[src/stvi_pkg.sv]
package stvi_pkg;

	localparam int NUM_UNDERLYINGS_DEF = 8;
	localparam int MAX_STRIKES_DEF     = 32;
	localparam int UID_W               = 3;
	localparam int PRICE_W             = 32;
	localparam int VOL_W               = 32;
	localparam int TOL_W               = 16;
	localparam int SERIES              = 3;
	localparam int NUM_W               = 2 * VOL_W;
	localparam logic [TOL_W-1:0] TOL_RESET = 16'd268;

	typedef struct packed {
		logic [PRICE_W-1:0]           strike;
		logic [SERIES-1:0][VOL_W-1:0] call_vol;
		logic [SERIES-1:0][VOL_W-1:0] put_vol;
		logic [SERIES-1:0]            call_ok;
		logic [SERIES-1:0]            put_ok;
	} entry_t;

	localparam int ENTRY_W = $bits(entry_t);

endpackage

[src/stvi_div.sv]
module stvi_div (
	input  logic                         clk,
	input  logic                         arst_n,
	input  logic                         start,
	input  logic [stvi_pkg::NUM_W-1:0]   num,
	input  logic [stvi_pkg::VOL_W-1:0]   den,
	output logic                         done,
	output logic [stvi_pkg::VOL_W-1:0]   quot
);
	import stvi_pkg::*;

	localparam int CNT_W = $clog2(NUM_W);

	logic             busy_q;
	logic             done_q;
	logic [CNT_W-1:0] cnt_q;
	logic [VOL_W-1:0] rem_q;
	logic [NUM_W-1:0] quo_q;
	logic [VOL_W:0]   sh;
	logic [VOL_W:0]   diff;
	logic             ge;

	assign sh   = {rem_q, quo_q[NUM_W-1]};
	assign ge   = sh >= {1'b0, den};
	assign diff = sh - {1'b0, den};

	always_ff @(posedge clk or negedge arst_n) begin
		if (!arst_n) begin
			busy_q <= 1'b0;
			done_q <= 1'b0;
			cnt_q  <= '0;
			rem_q  <= '0;
			quo_q  <= '0;
		end else begin
			done_q <= 1'b0;
			if (start) begin
				busy_q <= 1'b1;
				cnt_q  <= '0;
				rem_q  <= '0;
				quo_q  <= num;
			end else if (busy_q) begin
				rem_q <= ge ? diff[VOL_W-1:0] : sh[VOL_W-1:0];
				quo_q <= {quo_q[NUM_W-2:0], ge};
				cnt_q <= cnt_q + 1'b1;
				if (cnt_q == CNT_W'(NUM_W - 1)) begin
					busy_q <= 1'b0;
					done_q <= 1'b1;
				end
			end
		end
	end

	assign done = done_q;
	assign quot = quo_q[VOL_W-1:0];
endmodule

[config.mk]
export PLATFORM = sky130hd
export DESIGN_NAME = stvi_div
export DESIGN_NICKNAME = d
export VERILOG_FILES = /design/src/stvi_pkg.sv /design/src/stvi_div.sv
export SDC_FILE = /design/constraint.sdc
export NUM_CORES = 1
export LEC_CHECK = 0
export BUFFER_PORTS_ARGS = -buffer_cell sky130_fd_sc_hd__buf_2
export CAP_MARGIN = 20
export CORE_MARGIN = 2
export CORE_UTILIZATION = 50
export CTS_BUF_LIST = sky130_fd_sc_hd__clkbuf_8 sky130_fd_sc_hd__clkbuf_16
export CTS_CLUSTER_SIZE = 24
export DETAILED_ROUTE_END_ITERATION = 10
export PLACE_DENSITY = 0.76
export SLEW_MARGIN = 20
export SYNTH_ARGS = -nofsm -noshare
export SYNTH_HDL_FRONTEND = slang
export SYNTH_SLANG_ARGS = --single-unit
[constraint.sdc]
create_clock -name clk -period 2.8 [get_ports clk]
set_input_delay 0.56 -clock clk [delete_from_list [all_inputs] [get_ports clk]]
set_output_delay 0.56 -clock clk [all_outputs]
set_load 0.03 [all_outputs]
==> key figures <==
Place
  – Minimum setup slack after placement: -0.281 ns
  – Total half-perimeter wirelength after legalization and detailed placement: 11800 µm
  – Placer Congestion: 0.909
  – IO buf count: 131
  – Placed standard-cell area: 7990 µm²

Logic synthesis
  – Area leader, netlist: sky130_fd_sc_hd__dfrtp_1
  – Seq/Total Area, Yosys: 37.0%
  – Multiplexer fraction of the synthesized cell area: 9.25%
  – Main area contributors after synthesis: sky130_fd_sc_hd__dfrtp_1 37%, sky130_fd_sc_hd__mux2i_1 9.2%, sky130_fd_sc_hd__nand2_1 7.8%, sky130_fd_sc_hd__o21ai_0 6.2%, sky130_fd_sc_hd__ha_1 5.9%
  – Fraction of post-synthesis cell area in the top cell type by area: 37.0%
  – Synth Area per Inst: 8.59 µm²
  – Xor-xnor portion of the synthesized cell area: 3.98%
  – Fraction of the mapped netlist area in simple logic gates: 15.9%
  – Post-synthesis instance area: 7030 µm²
  – Count of different cell masters after synthesis: 54
  – Warnings, synthesis: 0
  – Adder and majority gate portion of the synthesized area: 6.15%
  – Post-synthesis net count: 952
  – Area fraction in compound gates after synthesis: 18.3%
  – Main combinational cell family by area after synthesis: compound AO/OA/AOI/OAI gates
  – EDFF count, synth: 0
  – Top flip-flop cell by instance count after synthesis: sky130_fd_sc_hd__dfrtp_1
  – Post-synth ARST share: 100%
  – Post-synthesis cell count: 819
  – FF+latch count, synth: 104

Floorplan
  – Die Y-Extent: 123 µm
  – Core footprint: 13800 µm²
  – Number of top-level pins: 132
  – Horizontal extent of the die: 123 µm
  – Starting utilization of the core area: 50.9%
  – Die Footprint: 15000 µm²
  – Row Count: 43

Timing
  – Shortest clock period the worst path allows after layout: 2.72 ns
  – Final TNS setup: 0 ns
  – Setup violations, final: 0
  – Clock Skews: 0.0102 ns
  – Least-Margin Pin Slew: 0.611 ns
  – Worst setup margin: 0.0772 ns
  – Post-route clock period utilization: 97.2%
  – Final hold violation count: 0
  – Max Clock Freq: 367 MHz
  – Final count of pins violating max slew: 0
  – Normalized max-slew margin: 59.3%

Final layout
  – Area growth from synthesis to layout: 20.4%
  – Leading cell type in the layout, fill and taps excluded: sky130_fd_sc_hd__nand2_1
  – Final design instance area without fill: 8470 µm²
  – Commonest cells after routing, fill and taps aside: 146 x sky130_fd_sc_hd__nand2_1, 129 x sky130_fd_sc_hd__buf_2, 103 x sky130_fd_sc_hd__dfrtp_1, 86 x sky130_fd_sc_hd__o21ai_0, 67 x sky130_fd_sc_hd__buf_4
  – Layout fillers: 1194
  – Fin nets: 1078
  – # diodes: 0
  – Share of final-layout standard cells stronger than drive strength 1: 27.8%

Drt
  – Total iterations of the first detailed-routing run: 5
  – Post-detailed-route wirelength per cell: 14.4 µm
  – Vias per cell: 5.36
  – Antenna-violating nets left: 0
  – Total wire length: 16300 µm
  – Detailed router's first-iteration violation count: 318
  – Total number of vias: 6054
  – Final routed DRC violation total: 0

Critical path
  – Reg-to-Reg End: rem_q[18]$_DFFE_PN0P_
  – Arrival time at the worst endpoint: 3.00 ns
  – R2R Path Start: quo_q[63]$_DFFE_PN0P_
  – CP most frequent cell: sky130_fd_sc_hd__a31oi_4
  – Crit path launch type: flip-flop
  – Count of cell instances traversed by the critical path: 13
  – Register-to-register setup slack: 0.08 ns
  – Cell type group with the largest total delay on the critical path: compound AO/OA/AOI/OAI gates
  – Worst Path Required: 3.07 ns
  – Largest stage delay, worst path: 0.35 ns
  – Worst setup path endpoint: rem_q[18]$_DFFE_PN0P_
  – Sum of buffers and inverters on the critical path: 2
  – Critical-path cell list: inv_1 -> ha_2 -> fa_2 -> nand2b_4 -> a21oi_4 -> a31oi_4 -> o21ai_2 -> a31oi_4 -> o31ai_4 -> buf_4 -> xor2_1 -> nand2_1 -> a311oi_2
  – WS Path Type: flip-flop to flip-flop
  – Critical Path Source: quo_q[63]$_DFFE_PN0P_
  – Worst path slowest cell: sky130_fd_sc_hd__dfrtp_1
  – Crit end category: flip-flop
  – Peak fanout along the critical path: 3
  – Worst R2R Path Depth: 13

Min path
  – Kind of path behind the tightest hold check: input pin to async pin

Pwr
  – Worst VDD drop: 0.381 mV
  – Total Power: 6.54 mW
  – PwrDens: 772 nW/µm²
  – Static power due to leakage: 4.47 nW

Clocking
  – Clock-pin slew on the worst setup and hold paths: 0.08 ns
  – Number of levels the H-tree was split into: 3
  – Buffer depth of the longest clock path: 2
  – TritonCTS clock tree: done
  – Number of buffers created by CTS: 9
  – Clk root buf: sky130_fd_sc_hd__clkbuf_16
  – Clock latency on the worst-skew pair: 0.36 ns
  – Clock tree sinks: 104

Run status
  – Run status: finished clean

Global route
  – Antenna violations before repair: 0
  – Vias in the first global route: 5569
  – First-pass GRT wire length: 26000 µm
  – Global router's overall resource usage: 21.7%
  – Maximum number of pins on one net before global-route repair: 81
  – Overall overflow remaining after global route: 0

Flow run
  – Number of violations of the max-capacitance limit: 0
## final cells by class
| type | instances | area (µm²) | share of cell area (%) |
|---|---|---|---|
| Multi-Input combinational cell | 588 | 3890 | 45.9 |
| Sequential cell | 104 | 2610 | 30.8 |
| Timing Repair Buffer | 202 | 1260 | 14.9 |
| Clock buffer | 9 | 225 | 2.66 |
| Tap cell | 180 | 225 | 2.66 |
| Inverter | 40 | 150 | 1.77 |
| Clock inverter | 7 | 115 | 1.36 |
## stage by stage
step	instances	hold slack [ns]	utilization, %
detailed placement	1111	0.549	57.8
global route	1130	0.233	61.3
CTS	1127	0.202	60.3
floorplan	819	0.264	-
global placement	1111	0.538	57.8
finish	1130	0.182	61.3
## what timing repair did
item | 4_1_cts | 5_1_grt
setup endpoints to repair | 0 | 28
gates resized for setup | 0 | 22
buffers inserted | 0 | 3
hold buffers | 0 | 0
## registers in the layout, indices dropped and copies added, names as in the netlist
register,flops
rem_q,32
cnt_q,6
quo_q,64
done,1
busy_q,1
## worst min-delay path by stage
stage	endpoint	slack (ns)	cells past startpoint
2_1_floorplan	busy_q$_DFF_PN0_	0.26	0
3_3_place_gp	cnt_q[1]$_DFFE_PN0P_	0.54	2
3_5_place_dp	cnt_q[5]$_DFFE_PN0P_	0.55	2
4_1_cts	rem_q[15]$_DFFE_PN0P_	0.20	1
5_1_grt	rem_q[17]$_DFFE_PN0P_	0.23	1
6_report	rem_q[16]$_DFFE_PN0P_	0.18	1
## worst register-to-register path, cell delays in order, from the launching register on
cell	delay, ns
sky130_fd_sc_hd__dfrtp_1	0.35
sky130_fd_sc_hd__inv_1	0.05
sky130_fd_sc_hd__ha_2	0.18
sky130_fd_sc_hd__fa_2	0.35
sky130_fd_sc_hd__nand2b_4	0.16
sky130_fd_sc_hd__a21oi_4	0.17
sky130_fd_sc_hd__a31oi_4	0.13
sky130_fd_sc_hd__o21ai_2	0.21
sky130_fd_sc_hd__a31oi_4	0.12
sky130_fd_sc_hd__o31ai_4	0.28
sky130_fd_sc_hd__buf_4	0.16
sky130_fd_sc_hd__xor2_1	0.15
sky130_fd_sc_hd__nand2_1	0.09
sky130_fd_sc_hd__a311oi_2	0.23
## layer usage
metal  part of all wire [%]  global-route usage, %  wire, µm
met3                    3.6                   3.11       578
met2                     47                   34.8      7710
met4                    1.3                   7.40       204
met1                     48                   30.0      7770
met5                      0                      0         0
## power breakdown
| part | internal [mW] | switching (mW) |
|---|---|---|
| registers | 1.75 | 0.212 |
| logic | 1.44 | 1.71 |
| clock network | 0.806 | 0.624 |
| total | 4.00 | 2.54 |
## synthesized netlist by cell type, types with 5 or more instances
master and instances:
sky130_fd_sc_hd__nand4_1 14, sky130_fd_sc_hd__dfrtp_1 104, sky130_fd_sc_hd__inv_1 40, sky130_fd_sc_hd__nand2_1 146
sky130_fd_sc_hd__nor3_1 6, sky130_fd_sc_hd__xnor2_1 19, sky130_fd_sc_hd__o21ai_1 6, sky130_fd_sc_hd__a21oi_1 41
sky130_fd_sc_hd__nor2b_1 6, sky130_fd_sc_hd__clkbuf_1 32, sky130_fd_sc_hd__buf_6 5, sky130_fd_sc_hd__ha_1 33
sky130_fd_sc_hd__a311oi_1 18, sky130_fd_sc_hd__buf_1 6, sky130_fd_sc_hd__mux2i_1 65, sky130_fd_sc_hd__nor2_1 57
sky130_fd_sc_hd__a311oi_2 8, sky130_fd_sc_hd__xor2_1 13, sky130_fd_sc_hd__nand3_1 11, sky130_fd_sc_hd__buf_4 34
sky130_fd_sc_hd__buf_2 9, sky130_fd_sc_hd__a31oi_1 7, sky130_fd_sc_hd__o21ai_0 87
## kinds of logic after synthesis
family,after synthesis
XOR/XNOR,32
AND/OR/NAND/NOR,261
buffers and inverters,127
adder cells (fa/ha/maj),34
multiplexers,65
flip-flops,104
AO/OA/AOI/OAI,196
Power figures use the tool's default switching activity.
