### config.mk
export PLATFORM = sky130hd
export DESIGN_NAME = stvi_ram
export DESIGN_NICKNAME = d
export VERILOG_FILES = /design/src/stvi_ram.sv
export SDC_FILE = /design/constraint.sdc
export NUM_CORES = 1
export LEC_CHECK = 0
export BUFFER_PORTS_ARGS = -buffer_cell sky130_fd_sc_hd__buf_4
export CELL_PAD_IN_SITES_DETAIL_PLACEMENT = 0
export CELL_PAD_IN_SITES_GLOBAL_PLACEMENT = 1
export CORE_MARGIN = 2
export CORE_UTILIZATION = 24
export CTS_BUF_LIST = sky130_fd_sc_hd__clkbuf_8
export DETAILED_ROUTE_END_ITERATION = 8
export GPL_TIMING_DRIVEN = 0
export MAX_ROUTING_LAYER = met4
export PLACE_DENSITY = 0.48
export SETUP_SLACK_MARGIN = 0.05
export SYNTH_ARGS = -nofsm -noshare
export SYNTH_HDL_FRONTEND = slang
export SYNTH_SLANG_ARGS = --single-unit
### constraint.sdc
create_clock -name clk -period 3.4 [get_ports clk]
set_input_delay 0.68 -clock clk [delete_from_list [all_inputs] [get_ports clk]]
set_output_delay 0.68 -clock clk [all_outputs]
set_load 0.005 [all_outputs]
### src/stvi_ram.sv
module stvi_ram #(
	parameter int WIDTH = 8,
	parameter int DEPTH = 16,
	parameter int ADDR_W = (DEPTH > 1) ? $clog2(DEPTH) : 1
) (
	input  logic              clk,
	input  logic              we,
	input  logic [ADDR_W-1:0] waddr,
	input  logic [WIDTH-1:0]  wdata,
	input  logic              re,
	input  logic [ADDR_W-1:0] raddr,
	output logic [WIDTH-1:0]  rdata
);
	logic [WIDTH-1:0] mem [DEPTH];
	logic [WIDTH-1:0] rdata_q;

	always_ff @(posedge clk) begin
		if (we) begin
			mem[waddr] <= wdata;
		end
		if (re) begin
			rdata_q <= mem[raddr];
		end
	end

	assign rdata = rdata_q;
endmodule

==> results.md, run 1 <==
* Port-buffer cells at 25
* Max Slew Vio Count at 0
* Synth top area share at 78.12%
* Synth area leader: edfxtp_1
* Starting density of the core at 24.63%
* Die X at 151.6 µm
* Req. time, crit path at 3540 ps
* Hold Startpoint: re
* Synthesis Warnings at 0
* Sequential cell area at 4084 µm²
* Hold depth at 1
* Worst R2R End: rdata[0]$_DFFE_PP_
* Number of synthesized register bits at 136
* Syn Nets at 248
* CORE AREA at 21220 µm²
* First-pass GRT wire length at 16080 µm
* Cells after Synth at 229
* Clock skew at 9.298 ps
* Worst-margin pin slew at 1173 ps
* CP Data Arrival Time at 2170 ps
* Initial drt markers at 170
* Setup repair bufs after CTS at 0
* Router iterations before antenna repair at 4
* Cell Pwr Density at 556.8 nW/µm²
* Total I/O pin count at 27
* CP max FO at 5
* Hold Vio Cnt, Final at 0
* Cell variety after synth at 18
* Number of buffers on the longest clock path at 2
* Via/cell ratio at 4.190
* Post-DP HPWL at 7281 µm
* Finished Cell Area at 6191 µm²
* Final ANT Viol Nets at 0
* Total Routing Usage GR at 10.74%
* Sequential share of the synthesized area at 78.12%
* Multi-input gate area at 1062 µm²
* TritonCTS buffer count at 17
* Synth area leaders: edfxtp_1, mux4_2, mux4_1, a22oi_1, nor2_1
* Final Cycle Share at 59.70%
* DP Area at 5774 µm²
* Fill count at 2094
* Crit path kind: in -> reg
* Die H at 151.6 µm
* Average routed wire per standard cell at 19.66 µm
* Setup TNS at 0 ps
* LEAKAGE at 1.987 nW
* Clk_lat worst skew at 440 ps
* Gr ovfl total at 0
* Max-Cap Viols at 0
* Clock Pin Slew Worst Setup and Hold Paths at 80 ps
* Vias in the first global route at 2440
* Critical Path Sink Type: flip-flop
* Root buf cell: clkbuf_8
* TritonCTS Sinks at 136
* Startpoint Class: input pin
* Synth Area per Inst at 22.83 µm²
* Final WL at 11070 µm
* Largest net degree at the start of global routing at 17
* Gpl congestion at 0.7141
* RSZ-0062 raised after global routing: false
* Initial antenna violation count at 0
* DRC Markers at 0
* Worst hold path class: in -> reg
* Worst vdd ir at 0.2132 mV
* Cell Area, Synth at 5228 µm²
* P&R area growth vs syn at 18.43%
* Cts repair resizes at 0
* Fin Hold WS at 523.5 ps
* Hold Path Sink: rdata[1]$_DFFE_PP_
* Layout cells sized above 1 at 30.56%
* Via count at 2359
* Register-to-Register Path Depth at 3
* Site Rows at 53
* Worst slew margin at 21.19%
* CTS tree: yes
* Status: finished, final reports clean
* Final setup vio count at 0
* FF-to-FF setup slack at 1720 ps
* Die ar. at 22980 µm²
* CTS Hold Buffers Added at 0
* H-Tree Depth at 4
* Diode count at 0
* Fin crit period at 2030 ps
* Nets@finish at 294
* Max frequency at 492.6 MHz
* Launch point of the worst reg-to-reg path: mem[6][0]$_DFFE_PP_
## worst max path at each step
| stage | from | to | slack (ps) |
|---|---|---|---|
| 6_report | waddr[2] | mem[0][2]$_DFFE_PP_ | 1370 |
| 4_1_cts | we | mem[12][6]$_DFFE_PP_ | 1410 |
| 3_5_place_dp | we | mem[12][1]$_DFFE_PP_ | 930 |
| 3_3_place_gp | waddr[2] | mem[0][7]$_DFFE_PP_ | 520 |
| 5_1_grt | waddr[2] | mem[0][7]$_DFFE_PP_ | 1300 |
| 2_1_floorplan | waddr[2] | mem[0][0]$_DFFE_PP_ | 1230 |
## power breakdown
group	switching [W]	leakage, nW	internal, W
logic	0.000109	0.551	0.0000832
registers	0.00000798	1.24	0.00189
clock network	0.000635	0.200	0.000726
## layer usage
metal | vias up | GRT usage, % | routed length (µm)
met4 | 0 | 3.565 | 169
met3 | 11 | 3.832 | 441
met5 | - | - | 0
met1 | 1232 | 14.54 | 5434
li1 | 1070 | - | -
met2 | 46 | 15.05 | 5023
## flip-flops by register name, summed over array words and instances (netlist names)
name and flops:
rdata 8, mem 128
## synth_stat cells
cell / number
a22oi_1: 16
and2_1: 1
and2b_1: 1
buf_2: 3
buf_4: 1
buf_6: 3
clkdlybuf4s25_2: 3
edfxtp_1: 136
mux4_1: 14
mux4_2: 18
nand2_1: 9
nand2b_1: 2
nand3_1: 1
nand3b_1: 2
nor2_1: 13
nor2b_1: 1
nor3_1: 4
or3b_2: 1
## cell families (layout without fill, tap and decap cells)
family	count (synthesis)	in the layout	synth area share, %
DFF	136	136	78.12
and+or+nand+nor	35	35	3.136
muxes	32	32	14.79
AOI/OAI and AO/OA	16	16	2.298
buffers and inverters	10	69	1.651
## final cells by class
cell class              count  share of cell area [%]
repair buffers             27                   3.274
plain buffers              10                   1.395
flip-flops and latches    136                   65.97
clock buffers              17                   3.779
well taps                 275                   5.558
clock inverters            15                   2.870
multi-input cells          83                   17.16
## cells in the final DEF, fill, tap and decap left out
master / Yosys / routed
and2b_1: 1 / 1
buf_4: 1 / 28
mux4_2: 18 / 18
nand3b_1: 2 / 2
a22oi_1: 16 / 16
or3b_2: 1 / 1
buf_2: 3 / 3
nor2b_1: 1 / 1
nor3_2: 0 / 1
clkinv_4: 0 / 3
inv_1: 0 / 1
edfxtp_1: 136 / 136
nand2_1: 9 / 9
bufinv_16: 0 / 3
clkdlybuf4s25_2: 3 / 3
mux4_1: 14 / 14
clkinvlp_4: 0 / 4
buf_6: 3 / 3
and2_1: 1 / 1
nor2_1: 13 / 13
nand3_1: 1 / 1
nand2b_1: 2 / 2
clkinv_2: 0 / 2
inv_6: 0 / 2
clkbuf_8: 0 / 17
nor3_1: 4 / 3
## through the flow
stage / total power (W) / util, % / worst slack [ps] / std cells
floorplan: 0.002027 / - / 1227 / 229
global placement: 0.002126 / 27.14 / 523.8 / 529
detailed placement: 0.002131 / 27.21 / 929.7 / 531
CTS: 0.003488 / 29.15 / 1413 / 563
global route: 0.003572 / 29.17 / 1301 / 563
finish: 0.003447 / 29.17 / 1370 / 563
## critical path, cell delays in order
cell,delay (ps)
buf_4,120
or3b_2,540
nor3_1,550
buf_4,280
No activity file was read; power rests on OpenSTA's default activity.
==> run 2: changes to the inputs <==
--- a/config.mk
+++ b/config.mk
@@ -5,6 +5,7 @@
 export SDC_FILE = /design/constraint.sdc
 export NUM_CORES = 1
 export LEC_CHECK = 0
+export ABC_AREA = 1
 export BUFFER_PORTS_ARGS = -buffer_cell sky130_fd_sc_hd__buf_4
 export CELL_PAD_IN_SITES_DETAIL_PLACEMENT = 0
 export CELL_PAD_IN_SITES_GLOBAL_PLACEMENT = 1
@@ -14,7 +15,7 @@
 export DETAILED_ROUTE_END_ITERATION = 8
 export GPL_TIMING_DRIVEN = 0
 export MAX_ROUTING_LAYER = met4
-export PLACE_DENSITY = 0.48
+export PLACE_DENSITY = 0.51
 export SETUP_SLACK_MARGIN = 0.05
 export SYNTH_ARGS = -nofsm -noshare
 export SYNTH_HDL_FRONTEND = slang
==> constraint.sdc (replaced) <==
create_clock -name clk -period 1.98 [get_ports clk]
set_input_delay 0.396 -clock clk [delete_from_list [all_inputs] [get_ports clk]]
set_output_delay 0.396 -clock clk [all_outputs]
set_load 0.005 [all_outputs]
==> run 2 against run 1 <==
Area after synthesis is 12% higher. First-iteration DRC count is 130% higher. Die area is 12% higher. Sequential power is 72% higher. Final area is 10% higher. Worst hold slack worse by 280 ps. Clock power is 65% higher. Clock skew is 3.7 ps higher. Highest routed layer unchanged.
==> results.md, run 2 <==
* Status: finished, final reports clean (unchanged)
* Synth area leaders: edfxtp_1, nand2_1, nand3_1, inv_1, buf_6 (was edfxtp_1, mux4_2, mux4_1, a22oi_1, nor2_1)
* Int Power at 0.004490 W (was 0.002695 W)
* Number of buffers on the longest clock path at 2 (unchanged)
* Power share of the combinational group at 7.6% (was 5.6%)
* Total I/O pin count at 27 (unchanged)
* CP Data Arrival Time at 1550 ps (was 2170 ps)
* Average routed wire per standard cell at 17.25 µm (was 19.66 µm)
* Worst path bufs/invs at 1 (was 2)
* Clk_lat worst skew at 460 ps (was 440 ps)
* Initial antenna violation count at 0 (unchanged)
* H-Tree Depth at 4 (unchanged)
* Post-synthesis async set-or-reset flop share at 0% (unchanged)
* Clock skew at 13.00 ps (was 9.298 ps)
* Cell Area, Synth at 5847 µm² (was 5228 µm²)
* CTS tree: yes (unchanged)
* Setup repair bufs after CTS at 0 (unchanged)
* Final setup vio count at 0 (unchanged)
* Worst hold path class: in -> reg (unchanged)
* Synthesis Warnings at 0 (unchanged)
* Commonest non-fill, non-tap cell in the layout: nand2_1 (was edfxtp_1)
* Max Slew Vio Count at 0 (unchanged)
* Cells after Synth at 551 (was 229)
* Clock Pin Slew Worst Setup and Hold Paths at 80 ps (about the same)
* CTS Hold Buffers Added at 0 (unchanged)
* Fill count at 2577 (was 2094)
* Worst-margin pin slew at 965.8 ps (was 1173 ps)
* Via count at 3739 (was 2359)
* Fin crit period at 1464 ps
* Synth top area share at 69.85% (was 78.12%)
* Die H at 160.1 µm (was 151.6 µm)
* Site Rows at 57 (was 53)
* Worst vdd ir at 0.4250 mV (was 0.2132 mV)
* Top FF cell, synth: edfxtp_1 (unchanged)
* Cell Pwr Density at 873.9 nW/µm² (was 556.8 nW/µm²)
* Largest net degree at the start of global routing at 17 (unchanged)
* Cts repair resizes at 0 (unchanged)
* Post-DP HPWL at 10720 µm (was 7281 µm)
* Crit path kind: in -> reg (unchanged)
* Syn Nets at 570 (was 248)
* Final Cycle Share at 73.96%
* Starting density of the core at 24.26% (was 24.63%)
* Top cells by count, synth: nand2_1, edfxtp_1, inv_1 (was edfxtp_1, mux4_2, a22oi_1)
* Die ar. at 25630 µm² (was 22980 µm²)
* Top delay family on crit path: simple AND/OR/NAND/NOR gates (unchanged)
* Layout cells sized above 1 at 13.20% (was 30.56%)
* Initial drt markers at 398 (was 170)
* Switch Pwr at 0.001466 W (was 0.0007518 W)
* Flop pwr share at 54.6% (was 55.0%)
* Slowest CP cell: nor2_1 (was nor3_1)
* Die X at 160.1 µm (was 151.6 µm)
* CP max FO at 8 (was 5)
* Worst-path cell chain: buf_4 -> nand3b_1 -> nor2_1 (was buf_4 -> or3b_2 -> nor3_1 -> buf_4)
* Clk pwr share at 37.8% (was 39.5%)
* First-pass GRT wire length at 23760 µm (was 16080 µm)
* Root buf cell: clkbuf_8 (unchanged)
* Max reg flops at 128 (unchanged)
* Synth area leader: edfxtp_1 (unchanged)
* Router iterations before antenna repair at 5 (was 4)
* Worst slew margin at 35.37% (was 21.19%)
* Worst path max stage delay at 780 ps (was 550 ps)
* Post-synth EDFFs at 136 (unchanged)
* Final ANT Viol Nets at 0 (unchanged)
* Port-buffer cells at 23 (was 25)
* Synth Area per Inst at 10.61 µm² (was 22.83 µm²)
* Critical Path Sink Type: flip-flop (unchanged)
* Hold Vio Cnt, Final at 0 (unchanged)
* Sequential share of the synthesized area at 69.85% (was 78.12%)
* Max frequency at 682.9 MHz
* Via/cell ratio at 4.020 (was 4.190)
* Diode count at 0 (unchanged)
* DRC Markers at 0 (unchanged)
* Startpoint Class: input pin (unchanged)
* Gpl congestion at 0.7893 (was 0.7141)
* Most frequent cell after synthesis: nand2_1 (was edfxtp_1)
* RSZ-0062 raised after global routing: false (unchanged)
* Reg with most FFs: mem (unchanged)
* Vias in the first global route at 3642 (was 2440)
* Most frequent cells in the layout: nand2_1, edfxtp_1, inv_1 (was edfxtp_1, buf_4, mux4_2)
* TritonCTS Sinks at 136 (unchanged)
* LEAKAGE at 2.829 nW (was 1.987 nW)
* Final WL at 16040 µm (was 11070 µm)
* Nets@finish at 612 (was 294)
* TritonCTS buffer count at 17 (unchanged)
* Max-Cap Viols at 0 (unchanged)
* Switching power share of the total at 24.61% (was 21.81%)
* Final Util at 28.27% (was 29.17%)
* Cell variety after synth at 11 (was 18)
* Req. time, crit path at 2060 ps (was 3540 ps)
* Number of synthesized register bits at 136 (unchanged)
* CORE AREA at 24110 µm² (was 21220 µm²)
* Gr ovfl total at 0 (unchanged)
* P&R area growth vs syn at 16.56% (was 18.43%)
* Total Power at 0.005956 W (was 0.003447 W)
* Total Routing Usage GR at 13.42% (was 10.74%)
## run 2: cell types whose count changed in the layout (fill, tap and decap cells not counted), moves of 3 or more
cell / delta
buf_2: +10
mux4_2: -18
mux4_1: -14
nor3_1: -3
clkdlybuf4s25_2: -3
nand2_1: +164
nor2_1: +4
nand3_1: +96
buf_6: +3
a22oi_1: -16
inv_1: +99
## run 2: worst paths after layout
kind	from	to	slack, ps	cells after the start
min reg2reg	mem[5][1]$_DFFE_PP_	rdata[1]$_DFFE_PP_	780	6
max	waddr[3]	mem[4][1]$_DFFE_PP_	520	3
min	re	rdata[0]$_DFFE_PP_	250	1
max reg2reg	mem[11][1]$_DFFE_PP_	rdata[1]$_DFFE_PP_	760	6
## run 2: per-stage QoR
stage / hold slack (ps) / area [µm²] / setup TNS [ps] / cells / worst slack (ps)
final: 246.2 / 6815 / 0 / 930 / 515.7
after global routing: 227.8 / 6815 / 0 / 930 / 412.2
after CTS: 228.0 / 6815 / 0 / 930 / 485.8
after detailed placement: 719.0 / 6425 / -28.38 / 898 / -3.945
after global placement: 701.5 / 6425 / 0 / 898 / 32.75
after floorplan: 494.9 / 5847 / 0 / 551 / 633.2
## run 2: cells by family (layout without fill, tap and decap cells)
group,after synthesis,after routing,share of synthesized area [%]
and+or+nand+nor,289,289,20.76
DFF,136,136,69.85
buffers and inverters,126,181,9.394
## run 2: area by class of cell
type / count / area [µm²] / area share, %
Sequential cell: 136 / 4084 / 59.92
Multi-Input combinational cell: 289 / 1214 / 17.81
Tap cell: 324 / 405.4 / 5.948
Inverter: 102 / 382.9 / 5.618
Clock buffer: 17 / 234.0 / 3.433
Timing Repair Buffer: 23 / 172.7 / 2.534
Buffer: 24 / 166.4 / 2.442
Clock inverter: 15 / 156.4 / 2.295
## run 2: worst reg2reg max path: cells and delay by family, from the launching register on
family | cells | cell delay (ps)
buf+inv | 1 | 60
simple gates | 5 | 540
flops | 1 | 370
## run 2: power by group through the flow
stage / registers (W) / logic [W] / clock network [W]
6_report: 0.00325 / 0.000453 / 0.00225
4_1_cts: 0.00325 / 0.000462 / 0.00228
3_3_place_gp: 0.00332 / 0.000459 / 0
2_1_floorplan: 0.00332 / 0.000227 / 0
5_1_grt: 0.00326 / 0.000503 / 0.00240
3_5_place_dp: 0.00332 / 0.000460 / 0
## run 2: metal layers
metal / share of wire (%) / up-vias / track usage (%) / wire length [µm]
li1: - / 1865 / - / -
met2: 47 / 76 / 20.84 / 7517
met4: 1.5 / 0 / 4.955 / 236
met1: 48 / 1780 / 17.90 / 7777
met5: 0 / - / - / 0
met3: 3.2 / 18 / 1.922 / 507
